## config.mk

```make
export PLATFORM = sky130hd
export DESIGN_NAME = bdq_cell
export DESIGN_NICKNAME = d
export VERILOG_FILES = /design/src/design/bdq_pkg.sv /design/src/design/bdq_cell.sv
export SDC_FILE = /design/constraint.sdc
export NUM_CORES = 1
export LEC_CHECK = 0
export BUFFER_PORTS_ARGS = -buffer_cell sky130_fd_sc_hd__buf_2
export CORE_AREA = 2 2 182 184
export CTS_CLUSTER_SIZE = 24
export DETAILED_ROUTE_END_ITERATION = 12
export DIE_AREA = 0 0 184 186
export PLACE_DENSITY = 0.53
export SLEW_MARGIN = 25
export SYNTH_ARGS = -nofsm -noshare
export SYNTH_HDL_FRONTEND = slang
export SYNTH_SLANG_ARGS = --single-unit
```

## constraint.sdc

```tcl
create_clock -name clk_i -period 2.9 [get_ports clk_i]
set_input_delay 0.87 -clock clk_i [delete_from_list [all_inputs] [get_ports clk_i]]
set_output_delay 0.87 -clock clk_i [all_outputs]
set_load 0.1 [all_outputs]
```

## src/design/bdq_pkg.sv

```systemverilog
package bdq_pkg;

  // field widths fixed by the record format
  localparam int unsigned KEY_W   = 32;
  localparam int unsigned GRADE_W = 10;
  localparam int unsigned POS_W   = 7;
  localparam int unsigned FUNC_W  = 3;
  localparam int unsigned STAT_W  = 2;

  // command codes
  localparam logic [FUNC_W-1:0] FN_PUSH_FRONT = 3'd0;
  localparam logic [FUNC_W-1:0] FN_PUSH_BACK  = 3'd1;
  localparam logic [FUNC_W-1:0] FN_POP_FRONT  = 3'd2;
  localparam logic [FUNC_W-1:0] FN_POP_BACK   = 3'd3;
  localparam logic [FUNC_W-1:0] FN_FIND       = 3'd4;
  localparam logic [FUNC_W-1:0] FN_POSITION   = 3'd5;
  localparam logic [FUNC_W-1:0] FN_FRONT      = 3'd6;
  localparam logic [FUNC_W-1:0] FN_BACK       = 3'd7;

  // status codes
  localparam logic [STAT_W-1:0] ST_OK   = 2'd0;
  localparam logic [STAT_W-1:0] ST_MISS = 2'd1;
  localparam logic [STAT_W-1:0] ST_FULL = 2'd2;

  typedef struct packed {
    logic [FUNC_W-1:0]        func;
    logic signed [KEY_W-1:0]  key_in;
    logic [GRADE_W-1:0]       grade_one_in;
    logic [GRADE_W-1:0]       grade_two_in;
    logic [GRADE_W-1:0]       grade_three_in;
  } cmd_t;

  typedef struct packed {
    logic [STAT_W-1:0]        status;
    logic signed [KEY_W-1:0]  key_out;
    logic [GRADE_W-1:0]       grade_one_out;
    logic [GRADE_W-1:0]       grade_two_out;
    logic [GRADE_W-1:0]       grade_three_out;
    logic [POS_W-1:0]         position;
    logic [POS_W-1:0]         entry_count;
  } res_t;

  // one stored record
  typedef struct packed {
    logic signed [KEY_W-1:0]  key;
    logic [GRADE_W-1:0]       g1;
    logic [GRADE_W-1:0]       g2;
    logic [GRADE_W-1:0]       g3;
  } rec_t;

  // per-cycle action of every cell in the row
  typedef enum logic [1:0] {
    CO_HOLD,    // keep record
    CO_SHR,     // take left neighbor (push front)
    CO_SHL,     // take right neighbor (pop front)
    CO_APPEND   // cell at the back slot takes the new record
  } cell_op_e;

  // search token walking down the row
  typedef struct packed {
    logic                     valid;
    logic                     back_mode;  // look for the last held cell, not a key
    logic signed [KEY_W-1:0]  key;
    logic                     hit;
    rec_t                     rec;
    logic [POS_W-1:0]         pos;
  } probe_t;

endpackage

```

## src/design/bdq_cell.sv

```systemverilog
module bdq_cell import bdq_pkg::*; #(
  parameter int unsigned IDX = 0,
  parameter int unsigned CW  = 7
) (
  input  logic          clk_i,
  input  logic          rst_ni,
  input  cell_op_e      op_i,
  input  rec_t          left_i,
  input  rec_t          right_i,
  input  rec_t          new_i,
  input  logic [CW-1:0] count_i,
  input  probe_t        probe_i,
  output rec_t          rec_o,
  output probe_t        probe_o
);

  localparam logic [CW-1:0]    MY_IDX = CW'(IDX);
  localparam logic [CW-1:0]    NEXT   = CW'(IDX + 1);
  localparam logic [POS_W-1:0] MY_POS = POS_W'(IDX + 1);

  rec_t   rec_q, rec_d;
  probe_t probe_q, probe_d;
  logic   held, match;

  always_comb begin
    rec_d = rec_q;
    unique case (op_i)
      CO_HOLD:   rec_d = rec_q;
      CO_SHR:    rec_d = left_i;
      CO_SHL:    rec_d = right_i;
      CO_APPEND: if (count_i == MY_IDX) rec_d = new_i;
      default:   rec_d = rec_q;
    endcase
  end

  // compare against the passing token
  always_comb begin
    held    = count_i > MY_IDX;
    match   = probe_i.back_mode ? (count_i == NEXT) : (held && (rec_q.key == probe_i.key));
    probe_d = probe_i;
    if (probe_i.valid && !probe_i.hit && match) begin
      probe_d.hit = 1'b1;
      probe_d.rec = rec_q;
      probe_d.pos = MY_POS;
    end
  end

  always_ff @(posedge clk_i) begin
    rec_q <= rec_d;
  end

  always_ff @(posedge clk_i or negedge rst_ni) begin
    if (!rst_ni) begin
      probe_q <= '0;
    end else begin
      probe_q <= probe_d;
    end
  end

  assign rec_o   = rec_q;
  assign probe_o = probe_q;

endmodule

```

## Word level (Yosys, flattened, before mapping)

Index checks and enable logic that the tools add are counted.

- Logic and storage cells: 32
- Flip-flop bits (word level): 166
- Output and inout port bits: 166

- Reductions and logical operators: 7
- Multiplexer cells: 4
- Bitwise gates (word level): 1
- Equality and inequality tests: 6
- Order comparisons: 1

Operators with widths:

| kind | count |
|---|---|
| 62-bit case mux with 3 select lines | 1 |
| 70-bit two-way mux | 1 |
| 62-bit two-way mux | 1 |
| 32-bit == test | 1 |
| 7-bit by 1-bit == test with 1-bit output (second input constant) | 1 |
| 7-bit by 1-bit greater-than comparator with 1-bit output (second input constant) | 1 |
| 7-bit logical NOT | 1 |
| 2-bit == test (second input constant) | 2 |
| 1-bit logical AND | 3 |
| 2-bit by 1-bit == test with 1-bit output (second input constant) | 1 |
| 2-bit logical NOT | 1 |
| 2-bit != test (second input constant) | 1 |
| 2-bit AND reduction | 1 |
| 1-bit logical NOT | 1 |
| 1-bit two-way mux | 1 |
| 1-bit NOT | 1 |

## Depth between registers and ports, before layout

- Depth in word-level cells: 5
- Gate-level depth with buffers: 7

## Worst setup path before layout

Ideal clock, no wire load.

- Path kind: input-to-reg
- Start point: input port op_i[0]
- End point: register rec_q, in the netlist rec_o[0], enable pin
- Setup slack: -1.902 ns
- Path buffers: 2
- Arrival time: 4.320 ns
- Data required time: 2.418 ns
- Stages on the path: 4
- Cells stage by stage: clkbuf_1 > buf_1 > nor2_1 > nor2_1

- Cells in the longest elaborated chain, start to end: 3
- Elaborated cells on any way between the ends: 5

Ends and longest elaborated chain:

| what | line | source |
|---|---|---|
| from (decl) | bdq_cell.sv:7 | `input cell_op_e op_i,` |
| 2-bit == test or 2-bit logical NOT (tied branches) | bdq_cell.sv:27 | `unique case (op_i)` |
| 2-bit != test (no line) or 1-bit NOT (tied branches) | n/a |  |
| 2-bit AND reduction (no line) * | n/a |  |
| to (signal assigned) | bdq_cell.sv:49 | `rec_q <= rec_d;` |
| to (decl) | bdq_cell.sv:21 | `rec_t rec_q, rec_d;` |

Mark *: on every way between the ends. The rest lies on a longest branch, timed or not.
A chain may end at the register's enable or synchronous reset.

==> summary.md <==
| Metric | Value |
|---|---|
| Status | `complete, no violations` |
| Post-synthesis simple-gate area fraction | `12.1%` |
| Clock Latency Late Sink | `0.44 ns` |
| GRT overflow | `0` |
| Async SR Flop Fraction | `62.7%` |
| Setup CP Type | `in -> reg` |
| Utilization after layout | `40.0%` |
| Setup total negative slack | `0 ns` |
| GRT Util Overall | `23.5%` |
| Critical Path AT | `2.81 ns` |
| Final Slew Violations | `0` |
| Final setup violation count | `0` |
| Total of warnings raised by yosys | `0` |
| Final Critical Period | `2.49 ns` |
| Total vias in the final route | `9872` |
| Detailed-route DRC error count | `0` |
| Number of flops mapped to enable cells by yosys | `62` |
| FF+latch count, synth | `166` |
| Die Wd | `184 um` |
| Die height | `186 um` |
| Initial antenna violation count | `2` |
| Largest net degree at the start of global routing | `88` |
| Slew @ Worst Pin | `0.827 ns` |
| Main area contributors after synthesis | `dfrtp_1, edfxtp_1, o211ai_1` |
| Yosys top cell area share | `27.8%` |
| H-tree depth | `4` |
| TritonCTS clock tree | `built` |
| Routed WL per cell | `22.8 um` |
| Max Cap Viol | `0` |
| Hold Path Class | `in -> async` |
| Post-synthesis net count | `1263` |
| Peak VDD IR | `0.000415 V` |
| CTS Buf Count | `17` |
| DRT Pass-1 Iters | `5` |
| Post-synthesis average cell area | `9.72 um^2` |
| RR Endpoint | `probe_o[3]` |
| Hold-fix buffers, CTS | `0` |
| Static Leakage | `5.69 nW` |
| Placed inst area | `12300 um^2` |
| XOR/XNOR share of the synthesized area | `3.00%` |
| Adder-Cell Fraction of Synth Area | `0%` |
| CP cell instances | `buf_2, or4_4, o21ai_4, nand2_1, or4b_1, and3_1` |
| Final worst-path cycle share | `85.8%` |
| Worst path max stage delay | `0.69 ns` |
| Syn Inst Count | `962` |
| Sequential fraction of the synthesis area | `47.7%` |
| CP max-delay cell | `or4b_1` |
| Endpoints failing hold | `0` |
| Top delay family on crit path | `simple AND/OR/NAND/NOR gates` |
| Clock buffer depth | `2` |
| Via density | `5.48` |
| RSZ-0062 raised after global routing | `false` |
| Req. time, crit path | `3.22 ns` |
| Peak fanout along the critical path | `8` |
| Post-Syn Area | `9360 um^2` |
| CP Launch Type | `input port` |
| Rel. slew slack | `44.8%` |
| Post-CTS Resized | `0` |
| IO Pins | `467` |
| Dominant synthesized flop cell | `dfrtp_1` |
| CP endpoint kind | `register` |
| Iter 0 DRT Violations | `944` |
| Layout cell share with drive strength beyond 1 | `39.2%` |
| Post-synth top area cell | `dfrtp_1` |
| Reg-to-reg slack, setup | `0.49 ns` |
| Dpl cells | `1765` |
| Initial Util | `29.0%` |
| Clock skew | `0.0155 ns` |
| Final HPWL DP | `29100 um` |
| Clock-pin slew of the registers on the worst-case setup and hold paths | `0.07 ns` |
| Buffers on Ports | `466` |
| Crit path buffers/inverters | `1` |
| Routed WL | `41000 um` |
| Die area | `34200 um^2` |
| Pwr dens | `620 nW/um^2` |
| Sink Count | `166` |
| Reg-to-reg critical path startpoint | `rec_o[35]` |
| Vias in the first global route | `9355` |
| Reg2Reg Depth | `5` |
| Max Clk Rate | `402 MHz` |
| Final Instance Area | `12900 um^2` |
| Final nets | `1677` |
| Post-CTS Setup Repair Bufs | `0` |
| Largest family of logic cells by synthesized area | `compound AO/OA/AOI/OAI gates` |
| Synth Area in Compound Gates | `23.6%` |
| Root Buffer | `clkbuf_16` |
| Core footprint | `32200 um^2` |
| Fillers | `3212` |
| Mux contribution to synthesized area | `6.63%` |
| Final Wtd Congestion | `0.863` |
| First-pass GRT wire length | `59900 um` |
| Finished Layout Cells | `1801` |
| Layout Area Growth over Synthesis | `37.6%` |
| Synth unique cells | `34` |
| DRT antenna net count | `0` |
| Row count | `66` |
[synthesized netlist by cell type, types with 2 or more instances]
master    count
nor4_1        7
o311a_1      62
inv_1        62
and3_1        6
buf_2         3
edfxtp_1     62
xnor2_1       4
buf_1         4
o21ai_0      62
mux2i_1      62
xor2_1       28
nor2_1       64
nand2_1       4
dfrtp_1     104
nand3_1      62
nand3b_1      2
a21oi_1      63
nand4_1      64
clkbuf_1     99
o211ai_1    124
[how the worst max path moves through the flow]
stage | start | to | slack, ns | cells after the start
after floorplan | op_i[0] | rec_o[0] | 0.009 | 4
after global placement | count_i[1] | probe_o[53] | -0.06 | 8
after detailed placement | count_i[1] | probe_o[6] | -0.04 | 6
after CTS | count_i[1] | probe_o[52] | 0.43 | 8
after global routing | count_i[1] | probe_o[53] | 0.24 | 8
final | count_i[1] | probe_o[3] | 0.41 | 6
[per-layer routing]
metal	routed length, um	track usage, %	part of all wire, %
met1	17300	30.8	42
met5	11	0	0.027
met3	2970	5.22	7.2
met2	20100	39.2	49
met4	599	5.98	1.5
[cell families after synthesis]
kind of cell	after synthesis
DFF	166
buffers and inverters	170
AOI/OAI and AO/OA	314
xor gates and xnor gates	32
and+or+nand+nor	218
muxes	62
[sequential cells by signal, indices dropped and copies added (netlist names)]
signal	flops
probe_o	104
rec_o	62
[cells in the final DEF (no fill, tap or decap), types with 4 or more instances in the layout]
cell type,instances
a21oi_1,63
and3_1,6
buf_12,15
buf_2,462
buf_4,25
clkbuf_16,18
dfrtp_1,104
diode_2,4
edfxtp_1,62
inv_1,62
mux2i_1,62
nand3_1,62
nand4_1,64
nor2_1,63
nor4_1,7
o211ai_1,124
o21ai_0,62
o311a_1,62
xnor2_1,4
xor2_1,28
[layout make-up]
class                   count  area [um^2]  share of cell area [%]
flip-flops and latches    166         4460                    34.7
diodes                      4         10.0                  0.0778
well taps                 408          510                    3.97
inverters                  63          236                    1.84
clock buffers              23          499                    3.88
multi-input cells         626         4290                    33.3
clock inverters             9         65.1                   0.505
repair buffers            502         2800                    21.8
[power by group]
group | internal (W) | total, W | switching (W)
Clock | 0.00122 | 0.00222 | 0.000999
Combinational | 0.000581 | 0.00287 | 0.00229
Sequential | 0.00269 | 0.00288 | 0.000195
Total | 0.00449 | 0.00798 | 0.00348
[per-stage QoR]
stage / total power [W] / hold WS, ns / setup slack (ns)
floorplan: 0.00497 / 0.574 / 0.00852
global placement: 0.00579 / 0.602 / -0.0571
detailed placement: 0.00580 / 0.605 / -0.0352
CTS: 0.00804 / 0.402 / 0.428
global route: 0.00826 / 0.414 / 0.245
finish: 0.00798 / 0.402 / 0.412
No activity file was read; power rests on OpenSTA's default activity.
